$ cat config.mk
export PLATFORM = sky130hd
export DESIGN_NAME = mbp_mul
export DESIGN_NICKNAME = d
export VERILOG_FILES = /design/src/rtl/mbp_mul.sv
export SDC_FILE = /design/constraint.sdc
export NUM_CORES = 1
export LEC_CHECK = 0
export BUFFER_PORTS_ARGS = -buffer_cell sky130_fd_sc_hd__buf_4
export CORE_ASPECT_RATIO = 0.8
export CORE_UTILIZATION = 35
export CTS_CLUSTER_SIZE = 25
export DETAILED_ROUTE_END_ITERATION = 6
export GPL_ROUTABILITY_DRIVEN = 1
export SKIP_LAST_GASP = 1
export SLEW_MARGIN = 40
export SYNTH_ARGS = -nofsm -noshare
export SYNTH_HDL_FRONTEND = slang
export SYNTH_SLANG_ARGS = --single-unit
$ cat constraint.sdc
create_clock -name i_clk -period 7.8 [get_ports i_clk]
set_input_delay 0 -clock i_clk [delete_from_list [all_inputs] [get_ports i_clk]]
set_output_delay 0 -clock i_clk [all_outputs]
set_load 0.01 [all_outputs]
$ cat src/rtl/mbp_mul.sv
// ----------------------------------------------------------------------------
// mbp_mul
// shared 17x17 signed multiplier with registered product
// ----------------------------------------------------------------------------
`default_nettype none
module mbp_mul (
    input  wire logic               i_clk,
    input  wire logic               i_en,
    input  wire logic signed [16:0] i_a,
    input  wire logic signed [16:0] i_b,
    output logic signed      [33:0] o_prod
);

    logic signed [33:0] r_prod;

    always_ff @(posedge i_clk) begin
        if (i_en) begin
            r_prod <= i_a * i_b;
        end
    end

    assign o_prod = r_prod;

endmodule
`default_nettype wire

# Word level (Yosys, flattened, before mapping)

Index checks and enable logic that the tools add are counted.

Add/sub/neg operators: 0
Multipliers: 1
Divide/modulo/power cells: 0
Order comparisons: 0
Equal/unequal tests: 0
Shifts and indexed selects: 0
Muxes and demuxes: 0
Bitwise gates (word level): 0
Reduce and logical (&&, ||, !) cells: 0

Operators by type and width:

| operator       | count |
|---|---|
| $mul 17x17->34 | 1 |

Register bits: 34
Bits in latches: 0
Memory bits (writable): 0
ROM bits: 0
Input bits: 36
Output and inout port bits: 34
Memories kept: 0

# Longest topological paths before layout

Depth after elaboration: 1
Gate-level depth with buffers: 24
Depth with buffers taken out: 22

# Worst setup path after synthesis

No wires, ideal clock.

Kind: input port to flip-flop
Start point: in i_b[8]
End point: reg r_prod[31], in the netlist o_prod[31], data pin
Library setup time: 262 ps
Arrival time: 5715 ps
Path slack: 1823 ps
Stages: 24
Path buffers: 3
Cell sequence: clkbuf_1 > clkbuf_1 > nand2_1 > fa_1 > inv_1 > fa_1 > inv_1 > fa_1 > inv_1 > fa_1 > fa_1 > inv_1 > fa_1 > inv_1 > ha_1 > buf_6 > a21oi_2 > nand2_1 > a221oi_2 > a311oi_1 > or4b_4 > a31oi_4 > o21bai_1 > xor2_1

Word-level cells in the longest chain between the ends: 1

Ends and longest elaborated chain:

| what                   | line | text |
|---|---|---|
| start: declaration     | 10   | `input wire logic signed [16:0] i_b,` |
| $mul 17x17->34         | 18   | `r_prod <= i_a * i_b;` |
| end signal: assignment | 18   |  |
| end: declaration       | 14   | `logic signed [33:0] r_prod;` |

No other way between the ends.
A chain may end at the register's enable or synchronous reset.

# Worst setup path after layout

Start point: in i_b[2]
End point: reg r_prod[31], in the netlist o_prod[31], data pin

The elaborated chain is that of the path after synthesis.

==> results.py <==
metrics = {
    "synth": {
        "ys_seq_elements": 34,
        "netlist_instances": 1238,
        "synth_ff_type": "edfxtp_1",
        "synth.distinct_cells": 50,
        "synth_edf_count": 34,
        "synth_nets": 1655,
        "ys_seq_area_frac": 0.0852,
        "syn_avg_cell_area_um2": 9.67,
        "yosys_warnings": 0,
        "syn-cell-area_mm2": 0.0120,
        "synthArstFlopShare": 0,
    },
    "placed_design": {
        "dp_hpwl_um": 23300,
        "gp_congestion": 0.848,
        "portBuffers": 69,
    },
    "final_layout": {
        "nFillCells": 3429,
        "diodes": 0,
        "area_delta_synth_final_pct": 8.57,
        "nets": 1688,
        "largest_reg_flops": 34,
        "drive_gt1_frac": 0.0629,
    },
    "worst_setup_path": {
        "cp_max_fo": 17,
        "path_cells": "buf_4 > nand2_1 > fa_1 > fa_1 > fa_1 > inv_1 > fa_1 > fa_1 > inv_1 > fa_1 > inv_1 > ha_1 > and4_1 > a221oi_2 > a311oi_1 > or4b_4 > a31oi_4 > o21bai_1 > xor2_1",
        "required_ns": 7.84,
        "critPathLaunch": "i_b[2]",
        "cp_slowest_cell": "or4b_4",
        "setup.worst_path.class": "in2reg",
        "worstSetupStartpointType": "input port",
        "crit_buf_inv": 4,
        "endpoint_kind": "flop",
        "cp_slowest_stage_delay_ns": 0.56,
        "critPathArrivalTime_ns": 5.88,
        "crit_top_cell": "fa_1",
        "crit_family": "adder cells",
    },
    "die": {
        "row_count": 60,
        "fp.coreArea_mm2": 0.0336,
        "chipWidth_um": 209,
        "initial_core_util": 0.356,
        "top_level_ports": 70,
        "die_area_mm2": 0.0350,
        "die_h_um": 167,
    },
    "drt": {
        "viasPerCell": 4.82,
        "wl_per_cell_um": 16.5,
        "drtIter0Drc": 356,
        "wirelength_um": 28100,
        "drcViolationCount": 0,
        "firstDrtPassIters": 5,
        "vias": 8224,
        "ant_nets": 0,
    },
    "job": {
        "maxCapViolCount": 0,
    },
    "clock_network": {
        "post_cts_buffers": 0,
        "h-tree-depth": 2,
        "cts_root_buf": "clkbuf_16",
        "cts_resized": 0,
        "cts.reportedPaths.clkPinSlew_ns": 0.06,
        "postCtsHoldBufs": 0,
        "clockBufferDepth": 2,
        "clock-sinks": 34,
        "cts_made_buffers": 5,
        "cts_tree": "done",
    },
    "global_routing": {
        "grt_pass1_wl_um": 46400,
        "grt_pass1_vias": 8659,
        "grt_remaining_overflow": 0,
        "track_usage": 0.170,
        "grt_max_degree": 35,
        "antenna_found_initial": 0,
    },
    "sta": {
        "final.setup.tns_ns": 0,
        "setup_violations": 0,
        "hold_viol_final": 0,
        "slew_viol_final": 0,
        "tightest_slew_ns": 0.759,
        "fmax_mhz": 171,
        "post-route-period-util": 0.749,
        "layout_min_cycle_time_ns": 5.84,
        "relSlewSlack": 0.494,
        "rsz0062_at_grt": "no",
    },
    "status": {
        "status": "completed",
    },
    "hold_path": {
        "hp-start": "i_en",
        "hold_path.class": "in2reg",
    },
}
[cells in the mapped netlist, drive strengths merged, types with 8 or more instances]
| master | n | area [um^2] |
|---|---|---|
| a21o | 11 | 83.8 |
| a21oi | 18 | 93.8 |
| and2 | 148 | 926 |
| clkbuf | 40 | 151 |
| edfxtp | 34 | 1020 |
| fa | 296 | 5930 |
| ha | 85 | 1060 |
| inv | 311 | 1170 |
| nand2 | 142 | 533 |
| nand3 | 8 | 40.0 |
| nor2 | 32 | 120 |
| o21ai | 20 | 104 |
| xnor2 | 26 | 228 |
[metal layers]
metal  GRT usage  part of all wire  vias to the layer above
li1            -                 -                     3715
met1       0.236              0.44                     4283
met2       0.287              0.50                      205
met3      0.0249             0.052                       21
met4      0.0230             0.012                        0
met5           0                 0                        -
[through the flow]
| step | utilization | instance area [um^2] | setup WS, ns | cells | hold slack (ns) |
|---|---|---|---|---|---|
| floorplan | - | 12000 | 1.82 | 1238 | 0.112 |
| global placement | 0.383 | 12900 | 1.70 | 1698 | 0.411 |
| detailed placement | 0.383 | 12900 | 1.66 | 1698 | 0.412 |
| CTS | 0.387 | 13000 | 1.97 | 1706 | 0.195 |
| global route | 0.387 | 13000 | 1.69 | 1706 | 0.197 |
| finish | 0.387 | 13000 | 1.96 | 1706 | 0.190 |
[worst paths after layout]
check  slack [ns]          to  depth (start not counted)
min          0.19  o_prod[11]                          1
max          1.96  o_prod[31]                         19
[layout make-up]
class / count / area (um^2) / share of cell area
clock inverter: 3 / 11.3 / 0.000866
tap: 434 / 543 / 0.0418
clock buffer: 5 / 125 / 0.00962
inverter: 311 / 1170 / 0.0898
sequential: 34 / 1020 / 0.0785
multi-input combinational: 850 / 9620 / 0.740
timing repair buffer: 69 / 518 / 0.0398
[logic make-up after synthesis]
| family | share of synthesized area |
|---|---|
| compound gates | 0.0466 |
| fa+ha+maj | 0.584 |
| flops | 0.0852 |
| simple gates | 0.150 |
| buf+inv | 0.112 |
| xor+xnor | 0.0219 |
| mux | 0.000836 |
[placed cells by master (no fill, tap or decap), drive strengths merged, types with 3 or more instances in the layout]
master | synthesis | final
a211oi | 4 | 4
a21o | 11 | 11
a21oi | 18 | 18
a31oi | 5 | 5
and2 | 148 | 148
buf | 3 | 69
clkbuf | 40 | 5
clkinv | 0 | 3
edfxtp | 34 | 34
fa | 296 | 296
ha | 85 | 85
inv | 311 | 311
nand2 | 142 | 142
nand2b | 3 | 3
nand3 | 8 | 8
nand4 | 5 | 5
nor2 | 32 | 32
nor2b | 4 | 4
nor3 | 4 | 4
o211ai | 4 | 4
o21a | 6 | 6
o21ai | 20 | 20
xnor2 | 26 | 26
xor2 | 4 | 4
Power is not shown: default switching activity piles up to over one toggle a cycle in this logic, so the estimate is an artifact.
