===== src/rtl/mbp_ram.sv =====
// ----------------------------------------------------------------------------
// mbp_ram
// generic single-write, single-read ram with registered read data
// ----------------------------------------------------------------------------
`default_nettype none
module mbp_ram #(
    parameter int WIDTH = 13,
    parameter int DEPTH = 256
) (
    input  wire logic                     i_clk,
    input  wire logic                     i_we,
    input  wire logic [$clog2(DEPTH)-1:0] i_waddr,
    input  wire logic [WIDTH-1:0]         i_wdata,
    input  wire logic [$clog2(DEPTH)-1:0] i_raddr,
    output logic      [WIDTH-1:0]         o_rdata
);

    logic [WIDTH-1:0] r_mem [DEPTH];
    logic [WIDTH-1:0] r_rdata;

    always_ff @(posedge i_clk) begin
        if (i_we) begin
            r_mem[i_waddr] <= i_wdata;
        end
        r_rdata <= r_mem[i_raddr];
    end

    assign o_rdata = r_rdata;

endmodule
`default_nettype wire


===== config.mk =====
export PLATFORM = sky130hd
export DESIGN_NAME = mbp_ram
export DESIGN_NICKNAME = d
export VERILOG_FILES = /design/src/rtl/mbp_ram.sv
export SDC_FILE = /design/constraint.sdc
export NUM_CORES = 2
export LEC_CHECK = 0
export ABC_CLOCK_PERIOD_IN_PS = 2750
export BUFFER_PORTS_ARGS = -buffer_cell sky130_fd_sc_hd__buf_2
export CAP_MARGIN = 20
export CELL_PAD_IN_SITES_DETAIL_PLACEMENT = 1
export CELL_PAD_IN_SITES_GLOBAL_PLACEMENT = 2
export CORE_UTILIZATION = 51
export CTS_CLUSTER_SIZE = 10
export DETAILED_ROUTE_END_ITERATION = 16
export GPL_TIMING_DRIVEN = 0
export PLACE_DENSITY = 0.78
export SLEW_MARGIN = 25
export SYNTH_ARGS = -nofsm -noshare
export SYNTH_HDL_FRONTEND = slang
export SYNTH_SLANG_ARGS = --single-unit

===== constraint.sdc =====
create_clock -name i_clk -period 2.75 [get_ports i_clk]
set_clock_uncertainty 0.2 [all_clocks]
set_input_delay 0 -clock i_clk [delete_from_list [all_inputs] [get_ports i_clk]]
set_output_delay 0 -clock i_clk [all_outputs]
set_load 0.03 [all_outputs]

---- After elaboration in Yosys (flattened, before gate mapping) ----
Memories as Yosys holds them, arrays and structs flattened. A register that Yosys moved wholly into a read port is not among the register bits.
Cells that the tools add are included.
word-level totals
  bits in registers ....................... 0
  memory bits (writable) .................. 3328
  input bits .............................. 31
  output and inout port bits .............. 13
  word-level logic and storage cells ...... 3
  memories ................................ 1
operators by class
  muxes and demuxes ....................... 2
memories
  memory  depth  width  rd ports  clocked after memory_dff  write ports  RTL line  source
  r_mem   256    13     1         1                         1            18        logic [WIDTH-1:0] r_mem [DEPTH];
operator list
  cell              count
  1-bit 2-to-1 mux  2

---- Depth between registers and ports, before layout ----
  depth after elaboration ................. 2
  depth in mapped cells ................... 12
  mapped depth without buffers ............ 6

---- Worst setup path before layout ----
Ideal clock, no wire load.
  kind .................................... input to register
  from .................................... in i_raddr[0]
  to ...................................... reg r_rdata[5] (netlist: o_rdata[5]), read port of r_mem
  setup time .............................. 127 ps
  arrival ................................. 1950 ps
  required time ........................... 2423 ps
  setup slack ............................. 472 ps
  cell stages on the path ................. 9
  cell sequence ........................... buf_6 > buf_6 > buf_2 > mux4_2 > mux4_2 > nand2_1 > nand2_1 > a211oi_1 > nor4_2
RTL lines
  element          RTL line  source
  start, declared  14        input wire logic [$clog2(DEPTH)-1:0] i_raddr,
  end, declared    19        logic [WIDTH-1:0] r_rdata;

==> flow_metrics.env <==
export IMPL_run_status="finished with violations"
export IMPL_failed_checks="hold timing, setup timing"
export IMPL_detail_route_wl_per_cell_um=45.10
export IMPL_ant_nets=0
export IMPL_critical_path_most_common_cell="buf_2"
export IMPL_insertion_delay_ns=1.03
export IMPL_crit_path_end_kind="flip-flop"
export IMPL_wl_met3_um=55370
export IMPL_worstPathMaxFanout=10
export IMPL_path_cells="buf_2, buf_2, nor2b_1, buf_1, clkbuf_1, a22oi_1, a21oi_1, a211oi_2, nor4_4"
export IMPL_critical_path_top_delay_family="buffers and inverters"
export IMPL_met2_length_um=199300
export IMPL_p_leak_nw=46.55
export IMPL_grt_pass1_wl_um=593000
export IMPL_max_slew_worst_pin_slew_ns=1.234
export IMPL_syn_inst=5729
export IMPL_cpMaxStageDelayCell="buf_1"
export IMPL_period_share_pct=116.5
export IMPL_grt_max_degree=124
export IMPL_synth_most_common_cell="edfxtp_1"
export IMPL_fmax_mhz=312.1
export IMPL_critPathBufInv=4
export IMPL_yosys_cell_types_count=55
export IMPL_cts_buffer_depth=4
export IMPL_setup_tns_ns=-48.51
export IMPL_start_kind="input pin"
export IMPL_cts_buffers=390
export IMPL_rows=183
export IMPL_syn_cell_area_um2=128400
export IMPL_path_clk_slew_ns=0.05
export IMPL_yosysWarningCount=0
export IMPL_setup_viol=484
export IMPL_dr_total_vias=69300
export IMPL_crit_required_ns=3.39
export IMPL_min_period_ns=3.205
export IMPL_hpwlAfterDp_um=303800
export IMPL_met1_length_um=157600
export IMPL_io_buffers=35
export IMPL_hold_viol=6
export IMPL_p_per_area_nw_per_um2=724.4
export IMPL_drive_gt1_share_pct=32.16
export IMPL_ioPinCount=44
export IMPL_setup_slack_ns=-0.4546
export IMPL_cts_sinks=3341
export IMPL_grt_pass1_vias=68830
export IMPL_synth_area_top_cells="edfxtp_1 (78%), mux4_2 (14%), mux2i_1 (1.9%)"
export IMPL_synth_async_reset_ratio_pct=0
export IMPL_maxCapViolCount=0
export IMPL_fin_nets=6432
export IMPL_relSlewSlack_pct=17.77
export IMPL_cts_tree="built"
export IMPL_crit_type="in2reg"
export IMPL_synth_main_ff_cell="edfxtp_1"
export IMPL_place_ws_ns=-2.865
export IMPL_synth_seq_cells=3341
export IMPL_drc=0
export IMPL_gp_congestion=1.068
export IMPL_top_layer="met5"
export IMPL_drtPass1Iterations=6
export IMPL_start_util_pct=51.49
export IMPL_holdWs_ns=-0.02600
export IMPL_gr_total_overflow=0
export IMPL_ys_seq_area_share_pct=78.04
export IMPL_synth_nets=5760
export IMPL_peakVddDrop_uv=694.6
export IMPL_grt_setup_unrepaired="true"
export IMPL_die_h_um=503.7
export IMPL_synth_avg_cell_area_um2=22.41
export IMPL_via_per_inst=7.050
export IMPL_slowest_delay_ns=0.82
export IMPL_yosys_area_top_type_share_pct=77.84
export IMPL_wl_um=443400
export IMPL_gr_usage_all_layers_pct=34.85
export IMPL_antenna_found_initial=36
export IMPL_yosys_top_cells_count="edfxtp_1 (3328), mux4_2 (794), nor2_1 (279), mux2i_1 (241), clkbuf_1 (150)"
export IMPL_cts_root_buf="clkbuf_16"
export IMPL_htreeDepth=5
export IMPL_crit_arrival_ns=3.85
export IMPL_dieWidth_um=503.7
export IMPL_core_region_area_um2=249300
export IMPL_die_area_um2=253700
export IMPL_final_max_slew_viol_count=0
export IMPL_yosysTopAreaCell="edfxtp_1"
export IMPL_syn_to_final_growth_pct=16.29
export IMPL_drt_first_iter_violations=11990
export IMPL_synth_edf_count=3328
export IMPL_hp_class="in2reg"
power breakdown:
group          leakage, nW  internal [mW]  switching (mW)
Combinational         11.5           2.19            4.95
Clock                 5.05           25.7            19.1
Sequential            30.0           56.2          0.0392
Total                 46.5           84.0            24.1
cell usage in the layout (no fill, tap or decap), drive strengths merged, types with 26 or more instances in the layout:
cell type and n:
mux2i 241, o22ai 42, buf 400, mux4 794, nor3 27, nor2b 39
nand2 91, clkbuf 608, nor2 279, dlygate4sd3 66, o21ai 26, a221oi 54
a22oi 67, a211oi 40, a22o 39, nand3 29, edfxtp 3328, o221ai 70
a21oi 83
state kept, by name, indices dropped and copies added (netlist names):
name / count
r_mem: 3328
o_rdata: 13
metrics by stage:
stage	power, mW	hold slack [ns]	instances	utilization, %	cell area [um2]
floorplan	60.03	-0.1011	5729	-	128400
global placement	63.48	0.2382	9094	53.23	132700
detailed placement	63.72	0.1250	9252	54.74	136500
CTS	107.9	0.002959	9801	59.65	148700
global route	109.8	0.0004174	9815	59.86	149300
finish	108.2	-0.02600	9830	59.88	149300
final cells by class:
cell class | instances | area, um2
tap | 3330 | 4167
sequential | 3341 | 100200
buffer | 339 | 2288
fill | 20180 | 100000
timing repair buffer | 283 | 4093
antenna | 17 | 42.54
multi-input combinational | 2044 | 28170
clock buffer | 454 | 10120
inverter | 2 | 7.507
clock inverter | 20 | 222.7
routing by layer:
layer	up-vias	global-route usage, %
met1	37330	46.16
met4	14	20.35
li1	25620	-
met2	5305	51.75
met5	-	0
met3	1037	10.19
kinds of logic (layout without fill, tap and decap cells):
kind of cell / after synthesis / count (layout) / share of synthesized area [%]
DFF: 3341 / 3341 / 78.04
muxes: 1037 / 1037 / 15.83
and+or+nand+nor: 531 / 531 / 1.837
AOI/OAI and AO/OA: 476 / 476 / 2.725
buffers and inverters: 344 / 1098 / 1.569
other: 0 / 17 / 0
timing repair:
item	in CTS	in global routing
endpoints found under the setup margin	63	555
buffers inserted	8	5
endpoints found under the hold margin	3931	232
hold buffers	69	7
gates resized for setup	229	90
pin swaps	22	9
cloned	0	0
worst reg2reg max path: cells and delay by family (launching register included):
family,cells,cell delay [ns]
compound gates,4,1.28
flops,1,0.41
mux,1,0.52
simple gates,1,0.64
worst paths after layout:
check / from / endpoint / slack, ns / cells after the start
worst min register to register: r_mem[235][8]$_DFFE_PP_ / o_rdata[8]$_DFF_P_ / 1.06 / 4
worst max-delay path: i_raddr[3] / o_rdata[5]$_DFF_P_ / -0.45 / 9
worst max register to register: r_mem[186][8]$_DFFE_PP_ / o_rdata[8]$_DFF_P_ / -0.38 / 6
worst min-delay path: i_wdata[10] / r_mem[28][10]$_DFFE_PP_ / -0.03 / 3
(Power assumes the default switching activity.)
