[config.mk]
export PLATFORM = sky130hd
export DESIGN_NAME = mbp_div
export DESIGN_NICKNAME = d
export VERILOG_FILES = /design/src/rtl/mbp_pkg.sv /design/src/rtl/mbp_div.sv
export SDC_FILE = /design/constraint.sdc
export NUM_CORES = 1
export LEC_CHECK = 0
export BUFFER_PORTS_ARGS = -buffer_cell sky130_fd_sc_hd__buf_2
export CORE_UTILIZATION = 35
export DETAILED_ROUTE_END_ITERATION = 10
export SETUP_SLACK_MARGIN = 0.5
export SLEW_MARGIN = 20
export SYNTH_ARGS = -nofsm -noshare
export SYNTH_HDL_FRONTEND = slang
export SYNTH_SLANG_ARGS = --single-unit
export TNS_END_PERCENT = 100
[constraint.sdc]
create_clock -name i_clk -period 11.5 [get_ports i_clk]
set_input_delay 0.575 -clock i_clk [delete_from_list [all_inputs] [get_ports i_clk]]
set_output_delay 0.575 -clock i_clk [all_outputs]
set_load 0.1 [all_outputs]
[src/rtl/mbp_pkg.sv]
// ----------------------------------------------------------------------------
// mbp_pkg
// shared constants, types and fixed-point helpers of the perceptron trainer
// ----------------------------------------------------------------------------
`default_nettype none
package mbp_pkg;

    localparam int NI = 2;
    localparam int NH = 2;
    localparam int NO = 1;
    localparam int NL = 3;
    localparam int NW = NH * NI + (NL - 2) * NH * NH + NO * NH;
    localparam int NB = (NL - 1) * NH + NO;

    localparam logic [11:0] RATE_RESET = 12'd410;
    localparam logic [31:0] EXP_STEP   = 32'd4034748382;

    typedef enum logic [0:0] {
        OP_LOAD  = 1'b0,
        OP_TRAIN = 1'b1
    } t_op;

    typedef struct packed {
        logic        start;
        logic [45:0] num;
        logic [33:0] den;
    } t_div_req;

    function automatic int lsize(input int k);
        return (k == NL - 1) ? NO : NH;
    endfunction

    function automatic int lin(input int k);
        return (k == 0) ? NI : NH;
    endfunction

    function automatic int loff(input int k);
        return k * NH;
    endfunction

    function automatic int woff(input int k);
        return (k == 0) ? 0 : NH * NI + (k - 1) * NH * NH;
    endfunction

    // product shifted right 12, floor
    function automatic logic signed [23:0] asr12(input logic signed [33:0] p);
        logic signed [21:0] s;
        s = $signed(p[33:12]);
        return 24'(s);
    endfunction

    function automatic logic signed [15:0] sat16(input logic signed [23:0] v);
        if (v > 24'sd32767) begin
            return 16'sh7fff;
        end else if (v < -24'sd32768) begin
            return 16'sh8000;
        end
        return v[15:0];
    endfunction

endpackage
`default_nettype wire

[src/rtl/mbp_div.sv]
// ----------------------------------------------------------------------------
// mbp_div
// restoring divider, one quotient bit per cycle, 13-bit quotient
// ----------------------------------------------------------------------------
`default_nettype none
module mbp_div
    import mbp_pkg::*;
(
    input  wire logic        i_clk,
    input  wire logic        i_rst_n,
    input  wire t_div_req    i_req,
    output logic             o_done,
    output logic [12:0]      o_q
);

    logic        r_busy, n_busy;
    logic        r_done, n_done;
    logic [3:0]  r_cnt, n_cnt;
    logic [45:0] r_rem, n_rem;
    logic [33:0] r_den, n_den;
    logic [12:0] r_q, n_q;
    logic [45:0] shifted;

    assign shifted = 46'(r_den) << r_cnt;

    always_comb begin
        n_busy = r_busy;
        n_done = 1'b0;
        n_cnt  = r_cnt;
        n_rem  = r_rem;
        n_den  = r_den;
        n_q    = r_q;
        if (i_req.start) begin
            n_busy = 1'b1;
            n_cnt  = 4'd12;
            n_rem  = i_req.num;
            n_den  = i_req.den;
            n_q    = '0;
        end else if (r_busy) begin
            if (r_rem >= shifted) begin
                n_rem        = r_rem - shifted;
                n_q[r_cnt]   = 1'b1;
            end
            if (r_cnt == 4'd0) begin
                n_busy = 1'b0;
                n_done = 1'b1;
            end else begin
                n_cnt = r_cnt - 4'd1;
            end
        end
    end

    always_ff @(posedge i_clk) begin
        if (!i_rst_n) begin
            r_busy <= 1'b0;
            r_done <= 1'b0;
        end else begin
            r_busy <= n_busy;
            r_done <= n_done;
        end
        r_cnt <= n_cnt;
        r_rem <= n_rem;
        r_den <= n_den;
        r_q   <= n_q;
    end

    assign o_done = r_done;
    assign o_q    = r_q;

endmodule
`default_nettype wire

; Word-level counts from Yosys, hierarchy flattened
; Index checks and enable logic that the tools add are counted.
[word_totals]
out_inout_bits = 14
wordCells = 33
inputBits = 83
reg_bits = 99
[classes]
add_sub_neg = 2
shifts = 1
n_reduce_logical = 8
muxes = 9
n_lt_le_gt_ge = 3
bitwise = 4
[op_table]
columns = cell, n
row1 = 46-bit two-way mux, 3
row2 = 46-bit greater-or-equal comparator, 1
row3 = 34-bit by 4-bit << shifter with 46-bit output, 1
row4 = 46-bit subtractor, 1
row5 = 13-bit bitwise OR, 1
row6 = 2-bit AND reduction, 3
row7 = 4-bit by 5-bit less-than comparator with 1-bit output (second input constant), 1
row8 = 1-bit two-way mux, 5
row9 = 1-bit demux with 4-bit select, 1
row10 = 4-bit by 1-bit greater-or-equal comparator with 1-bit output (second input constant), 1
row11 = 4-bit zero test, 1
row12 = 2-bit nonzero test, 2
row13 = 4-bit by 1-bit subtractor with 4-bit output (second input constant), 1
row14 = 1-bit NOT, 3
row15 = 3-bit OR reduction, 1
row16 = 1-bit logical AND, 1

; Longest topological paths before layout
; Gate-level depths: netlist of run 1.
[depth]
ltp_word = 5
depth_mapped = 20
ltp_nobuf = 17

; Worst setup path after synthesis of run 1
; No wires, ideal clock.
[synth_timing]
kind = reg-to-reg
startpoint = reg r_cnt[0]
endpoint = reg r_rem[0] (enable)
path_buffers = 3
required_ns = 10.987
stages_incl_launch_ff = 16
synth_period_minus_slack_ns = 7.163
path_slack_ns = 4.337
t_arrival_ns = 6.650
path_cell_list = dfxtp_1 -> buf_1 -> clkbuf_1 -> mux2i_1 -> mux2i_1 -> or2_2 -> ha_1 -> buf_6 -> nand4_1 -> nor2_1 -> a21boi_2 -> o211ai_2 -> a211oi_2 -> o2111a_2 -> nor2_4 -> o21ai_0
[synth_via]
elab_chain_cells = 4
[synth_lines]
columns = item, line_no
row1 = "start, declared", mbp_div.sv:18  ; logic [3:0] r_cnt, n_cnt;
row2 = "start signal, assigned", mbp_div.sv:61  ; r_cnt <= n_cnt;
row3 = 34-bit by 4-bit << shifter with 46-bit output, mbp_div.sv:24  ; assign shifted = 46'(r_den) << r_cnt;
row4 = 46-bit greater-or-equal comparator, mbp_div.sv:40  ; if (r_rem >= shifted) begin
row5 = 2-bit nonzero test (no line), --
row6 = 2-bit AND reduction (no line), --
row7 = "end signal, assigned", mbp_div.sv:62  ; r_rem <= n_rem;
row8 = "end, declared", mbp_div.sv:19  ; logic [45:0] r_rem, n_rem;
; No other way between the ends.
; A chain may end at the register's enable or synchronous reset.

; Worst setup path after layout of run 1
[layout_timing]
startpoint = reg r_cnt[0]
endpoint = reg r_rem[41] (enable)
; The elaborated chain is that of the path after synthesis.

==> results_dict.tcl, run 1 <==
set metrics [dict create \
    slew_violations 0 \
    cts_tree "done" \
    grt_pass1_vias 6565 \
    synth_edf_count 80 \
    layout_commonest_cell "nand2_1" \
    via_count 6773 \
    cts_sinks 99 \
    async_reset_ff_share_pct 0 \
    period_needed_ns 5.627 \
    clk_root_buffer_cell "clkbuf_16" \
    clkLatencyLatePin_ns 0.37 \
    place_hpwl_um 17320 \
    grt_pass1_wl_um 35470 \
    postCtsSetupBuffers 0 \
    drv_cap 0 \
    drcViolationCount 0 \
    fin_skew_ns 0.009098 \
    port_buffers 96 \
    clk_pin_slew_worst_paths_ns 0.08 \
    cp_slowest_stage_delay_ns 0.96 \
    die-width_um 153.1 \
    period_share_pct 48.93 \
    drive_above_1_share_pct 18.21 \
    syn_area_mm2 0.007989 \
    cp.arrival_ns 5.66 \
    io_pins 97 \
    stdcell_area_mm2 0.008897 \
    grt_max_degree 88 \
    post_cts_resized 0 \
    hp-class "in -> reg" \
    whs_ns 0.3838 \
    ys_seq_elements 99 \
    synth_cell_types 71 \
    final_cell_mix "123 x nand2_1, 95 x buf_2, 85 x o21ai_0, 80 x edfxtp_1, 72 x a21oi_1" \
    avgSynthCellArea_um2 9.017 \
    setup_viol 0 \
    numCtsBuffers 9 \
    htree_num_levels 3 \
    antennaDiodeCount 0 \
    ant_nets 0 \
    slew_headroom_pct 35.46 \
    worst-slew-pin-transition_ns 0.9681 \
    nNetsFinal 1068 \
    antenna_found_initial 0 \
    synth_cells 886 \
    synth_nets 1020 \
    drt_iter0_drc 488 \
    synth_warnings 0 \
    overflow 0 \
    dpl-instance-area_mm2 0.008584 \
    finalWeightedCongestion 0.8965 \
    grt.total_usage_pct 19.36 \
    routed_wirelength_um 22380 \
    fp.dieH_um 153.1 \
    fmax_mhz 177.7 \
    p_total_mw 2.094 \
    ys.flop_type "edfxtp_1" \
    critPathMaxFanout 42 \
    cp_top_family "compound AO/OA/AOI/OAI gates" \
    status "complete, no violations" \
    crit_chain "inv_1 -> mux2i_1 -> mux2i_1 -> nand2_1 -> o21ai_0 -> ha_1 -> nand2_1 -> o21ai_0 -> o21ai_0 -> a211oi_1 -> nand2_1 -> nand4_1 -> nor2_4 -> o21ai_4 -> buf_4" \
    first_pass_iters 5 \
    die_area_mm2 0.02343 \
    ys_seq_area_share_pct 34.83 \
    hold_viol 0 \
    std_cell_rows 54 \
    post-route-util_pct 40.27 \
    initial_utilization_pct 36.16 \
    max-clock-path-buffers 2 \
    worstPathBufferInverterCount 2 \
    critPathLaunchType "flop" \
    path_class "reg -> reg" \
    ir_drop_mv 0.1122 \
    via_per_inst 5.556 \
    cp-end-kind "flop" \
    tns_ns 0 \
    rsz0062_at_grt "false" \
    fillers 2206 \
    core_mm2 0.02209 \
    cts_hold_buf 0 \
    cp_slowest_cell "dfxtp_2" \
    worst_ep_required_time_ns 11.53 \
    cellPowerDensity_mw_per_mm2 235.3 \
    syn_to_final_growth_pct 11.37 \
    power.leakage_nw 3.695 \
    routedWlPerCell_um 18.36 \
]
[layer usage]
metal / wire, µm / GRT usage [%]
met2: 9719 / 30.07
met4: 455 / 5.532
met1: 11020 / 27.31
met3: 1187 / 3.601
met5: 0 / 0
[registers in the layout, indices dropped and copies added (netlist names)]
signal  cells
r_rem      46
r_cnt       4
r_den      34
o_done      1
o_q        13
r_busy      1
[report_power, final]
group	switching [mW]	internal [mW]
registers	0.0597	0.505
clock network	0.159	0.167
logic	0.727	0.476
total	0.946	1.15
[final timing paths]
kind / start / to / slack, ns / cells past startpoint
worst max-delay path: r_cnt[0]$_SDFFE_PP0P_ / r_rem[41]$_DFFE_PP_ / 5.87 / 15
worst min-delay path: i_req[25] / r_den[25]$_DFFE_PP_ / 0.38 / 1
worst max register to register: r_cnt[0]$_SDFFE_PP0P_ / r_rem[41]$_DFFE_PP_ / 5.87 / 15
worst min register to register: o_q[3]$_SDFFE_PP0P_ / o_q[3]$_SDFFE_PP0P_ / 0.47 / 1
[synthesized netlist by cell type (all sizes together) (3+ instances only)]
cell,instances,area share (%)
edfxtp,80,30
o31ai,5,0.47
o2bb2ai,8,0.88
dfxtp,19,4.8
nor2b,7,0.55
a211oi,9,0.91
a32o,4,0.50
nand3,16,1.0
and3,12,0.94
xnor2,16,1.8
a31oi,10,0.78
nor2,57,2.8
a21o,29,2.7
xor2,22,2.4
o21ai,93,5.9
ha,50,7.8
mux2,17,2.4
nor3,11,0.75
or2,5,0.39
nor4,3,0.31
o21bai,9,0.89
o21a,7,0.66
o211ai,8,0.81
nand4,19,1.5
a22oi,4,0.38
clkbuf,33,1.6
mux2i,33,4.1
mux4,17,4.8
inv,23,1.1
a21oi,74,4.8
nand2,123,5.8
buf,31,2.1
[cell type report]
class	instances	area (µm²)	share of cell area [%]
clock inverters	6	62.56	0.7031
repair buffers	101	520.5	5.850
clock buffers	10	250.2	2.813
well taps	280	350.3	3.938
multi-input cells	698	4835	54.34
flip-flops and latches	99	2785	31.30
inverters	25	93.84	1.055
[cell families (layout without fill, tap and decap cells)]
family / after synthesis / in the layout / share of synthesized area [%]
AO/OA/AOI/OAI: 276 / 276 / 21.55
buffers and inverters: 89 / 142 / 4.793
XOR/XNOR: 38 / 38 / 4.166
flip-flops: 99 / 99 / 34.83
multiplexers: 67 / 67 / 11.32
AND/OR/NAND/NOR: 266 / 266 / 15.25
adder cells (fa/ha/maj): 51 / 51 / 8.081
[through the flow]
stage / setup slack [ns] / instances
2_1_floorplan: 4.337 / 886
3_3_place_gp: 5.906 / 1203
3_5_place_dp: 5.829 / 1203
4_1_cts: 5.804 / 1219
5_1_grt: 5.303 / 1219
6_report: 5.873 / 1219
(Power assumes the default switching activity.)
==> run 2: changes to the inputs <==
==> constraint.sdc (replaced) <==
create_clock -name i_clk -period 4.5 [get_ports i_clk]
set_input_delay 0.225 -clock i_clk [delete_from_list [all_inputs] [get_ports i_clk]]
set_output_delay 0.225 -clock i_clk [all_outputs]
set_load 0.1 [all_outputs]
==> run 2 against run 1 <==
Combinational power rose to 3.1 times the previous value. Die area did not move. Flip-flop and latch count is the same. Critical endpoint is now r_rem[6]$_DFFE_PP_. Utilization up 4.6 points. Critical path depth increased by 1.
==> results_dict.tcl, run 2 (synthesized netlist as in run 1, its figures left out) <==
set metrics [dict create \
    status "complete, no violations" \
    post-place-cells 1230 \
    die-width_um 153.1 \
    fp.dieH_um 153.1 \
    grt.total_usage_pct 20.89 \
    syn_to_final_growth_pct 24.13 \
    crit_end "r_rem[6]$_DFFE_PP_" \
    clk_pin_slew_worst_paths_ns 0.08 \
    initial_utilization_pct 36.16 \
    finalWeightedCongestion 0.9081 \
    worst-slew-pin-transition_ns 0.8257 \
    std_cell_rows 54 \
    crit_path_frequent_cell "nand4_1" \
    die_area_mm2 0.02343 \
    drive_above_1_share_pct 30.61 \
    place_hpwl_um 18180 \
    rsz0062_at_grt "true" \
    largest_register_ffs 46 \
    stdcell_count 1283 \
    core_mm2 0.02209 \
    cts_sinks 99 \
    worstSetupStartpoint "r_cnt[0]$_SDFFE_PP0P_" \
    power.leakage_nw 4.060 \
    p_total_mw 5.994 \
    drt_iter0_drc 499 \
    via_per_inst 5.712 \
    regMostFlops "r_rem" \
    clkLatencyLatePin_ns 0.37 \
    cp.arrival_ns 4.19 \
    grt_use_met3_pct 3.119 \
    antennaDiodeCount 0 \
    place_ws_ns 0.04670 \
    cp_slowest_cell "mux4_2" \
    reg2regPathDepth 16 \
    worst_ep_required_time_ns 4.57 \
    port_buffers 96 \
    max-clock-path-buffers 2 \
    grt_pass1_wl_um 38280 \
    cp-end-kind "flop" \
    cts_hold_buf 0 \
    routed_wirelength_um 24700 \
    crit_chain "buf_12 -> mux4_2 -> mux2_4 -> nor2_2 -> a21oi_2 -> inv_2 -> ha_4 -> nand4_1 -> nor4_4 -> nand4_1 -> or4_1 -> nand4_1 -> nor2_4 -> o21ai_4 -> buf_4 -> buf_16" \
    critPathLaunchType "flop" \
    htree_num_levels 3 \
    slew_headroom_pct 44.89 \
    period_share_pct 91.53 \
    period_needed_ns 4.119 \
    reg2reg_slack_ns 0.38 \
    drcViolationCount 0 \
    numCtsBuffers 9 \
    grt_pass1_vias 7076 \
    layout_commonest_cell "nand2_1" \
    fin_skew_ns 0.01163 \
    cellPowerDensity_mw_per_mm2 604.5 \
    ant_nets 0 \
    fin_ws_ns 0.3811 \
    via_count 7329 \
    antenna_found_initial 0 \
    critPathMaxFanout 11 \
    io_pins 97 \
    grt_max_degree 71 \
    overflow 0 \
    ir_drop_mv 0.2308 \
    slew_violations 0 \
    met1_usage_pct 28.35 \
    drv_cap 0 \
    cts_tree "done" \
    clk_root_buffer_cell "clkbuf_16" \
    top_usage_layer "met2" \
    final_cell_mix "123 x nand2_1, 95 x buf_2, 80 x edfxtp_1, 61 x o21ai_0, 57 x buf_4" \
    reg2reg_to "r_rem[6]$_DFFE_PP_" \
    nNetsFinal 1132 \
    first_pass_iters 5 \
    routedWlPerCell_um 19.25 \
    fmax_mhz 242.8 \
    hold_viol 0 \
    hp-class "in -> reg" \
    grtUsageMet2_pct 34.29 \
    setup_viol 0 \
    tns_ns 0 \
    cp_slowest_stage_delay_ns 0.52 \
    path_class "reg -> reg" \
    r2r-start "r_cnt[0]$_SDFFE_PP0P_" \
]
==> run 2: cell count changes in the layout (fill, tap and decap cells not counted), moves of 10 or more <==
cell     before  now
mux2i_1      33   21
o21ai_0      85   61
a21oi_2       1   18
ha_1         50   35
mux2i_2       0   10
o21ai_1       6   24
buf_4         6   57
a21oi_1      72   55
==> run 2: what timing repair did <==
action / in CTS / in global routing
buffers inserted: 18 / 14
pin swaps: 19 / 24
setup endpoints to repair: 74 / 76
gates cloned: 2 / 3
hold endpoints to repair: 0 / 0
gates resized for setup: 34 / 78
==> run 2: final cells by class <==
class                      instances  area, µm²
clock inverter                     6      67.56
fill                            2109      12180
timing repair buffer             165       1149
multi-input combinational        698       5233
tap                              280      350.3
inverter                          25      98.84
clock buffer                      10      229.0
sequential                        99       2790
==> run 2: worst min-delay path by stage <==
stage / slack [ns] / start / cells past startpoint / endpoint
final: 0.03 / i_req[31] / 1 / r_den[31]$_DFFE_PP_
after global routing: 0.02 / i_req[0] / 1 / r_den[0]$_DFFE_PP_
after CTS: 0.02 / i_req[28] / 1 / r_den[28]$_DFFE_PP_
after detailed placement: 0.40 / i_req[31] / 1 / r_den[31]$_DFFE_PP_
after global placement: 0.40 / i_req[0] / 1 / r_den[0]$_DFFE_PP_
after floorplan: 0.32 / i_req[0] / 0 / r_den[0]$_DFFE_PP_
==> run 2: worst max-delay path, delay by kind of cell (launching register included) <==
| kind | cells | cell delay, ns |
|---|---|---|
| and+or+nand+nor | 7 | 1.53 |
| muxes | 2 | 0.82 |
| buffers and inverters | 4 | 0.59 |
| DFF | 1 | 0.44 |
| AOI/OAI and AO/OA | 2 | 0.29 |
| adders and majority gates | 1 | 0.16 |
==> run 2: through the flow <==
step / hold WS, ns / util [%] / cell area, µm²
global placement: 0.4011 / 40.12 / 8865
global route: 0.01780 / 44.89 / 9917
CTS: 0.01989 / 42.87 / 9472
detailed placement: 0.4031 / 40.12 / 8865
floorplan: 0.3239 / - / 8139
finish: 0.02735 / 44.89 / 9917
==> run 2: per-layer routing <==
metal  share of wire (%)  routed length (µm)
met1                  45               11150
met4                 2.7                 663
met5                   0                   0
met2                  47               11580
met3                 5.3                1315
==> run 2: power breakdown <==
group / internal (mW) / switching [mW] / total (mW)
Clock: 0.394 / 0.404 / 0.798
Combinational: 1.64 / 2.13 / 3.77
Sequential: 1.29 / 0.135 / 1.42
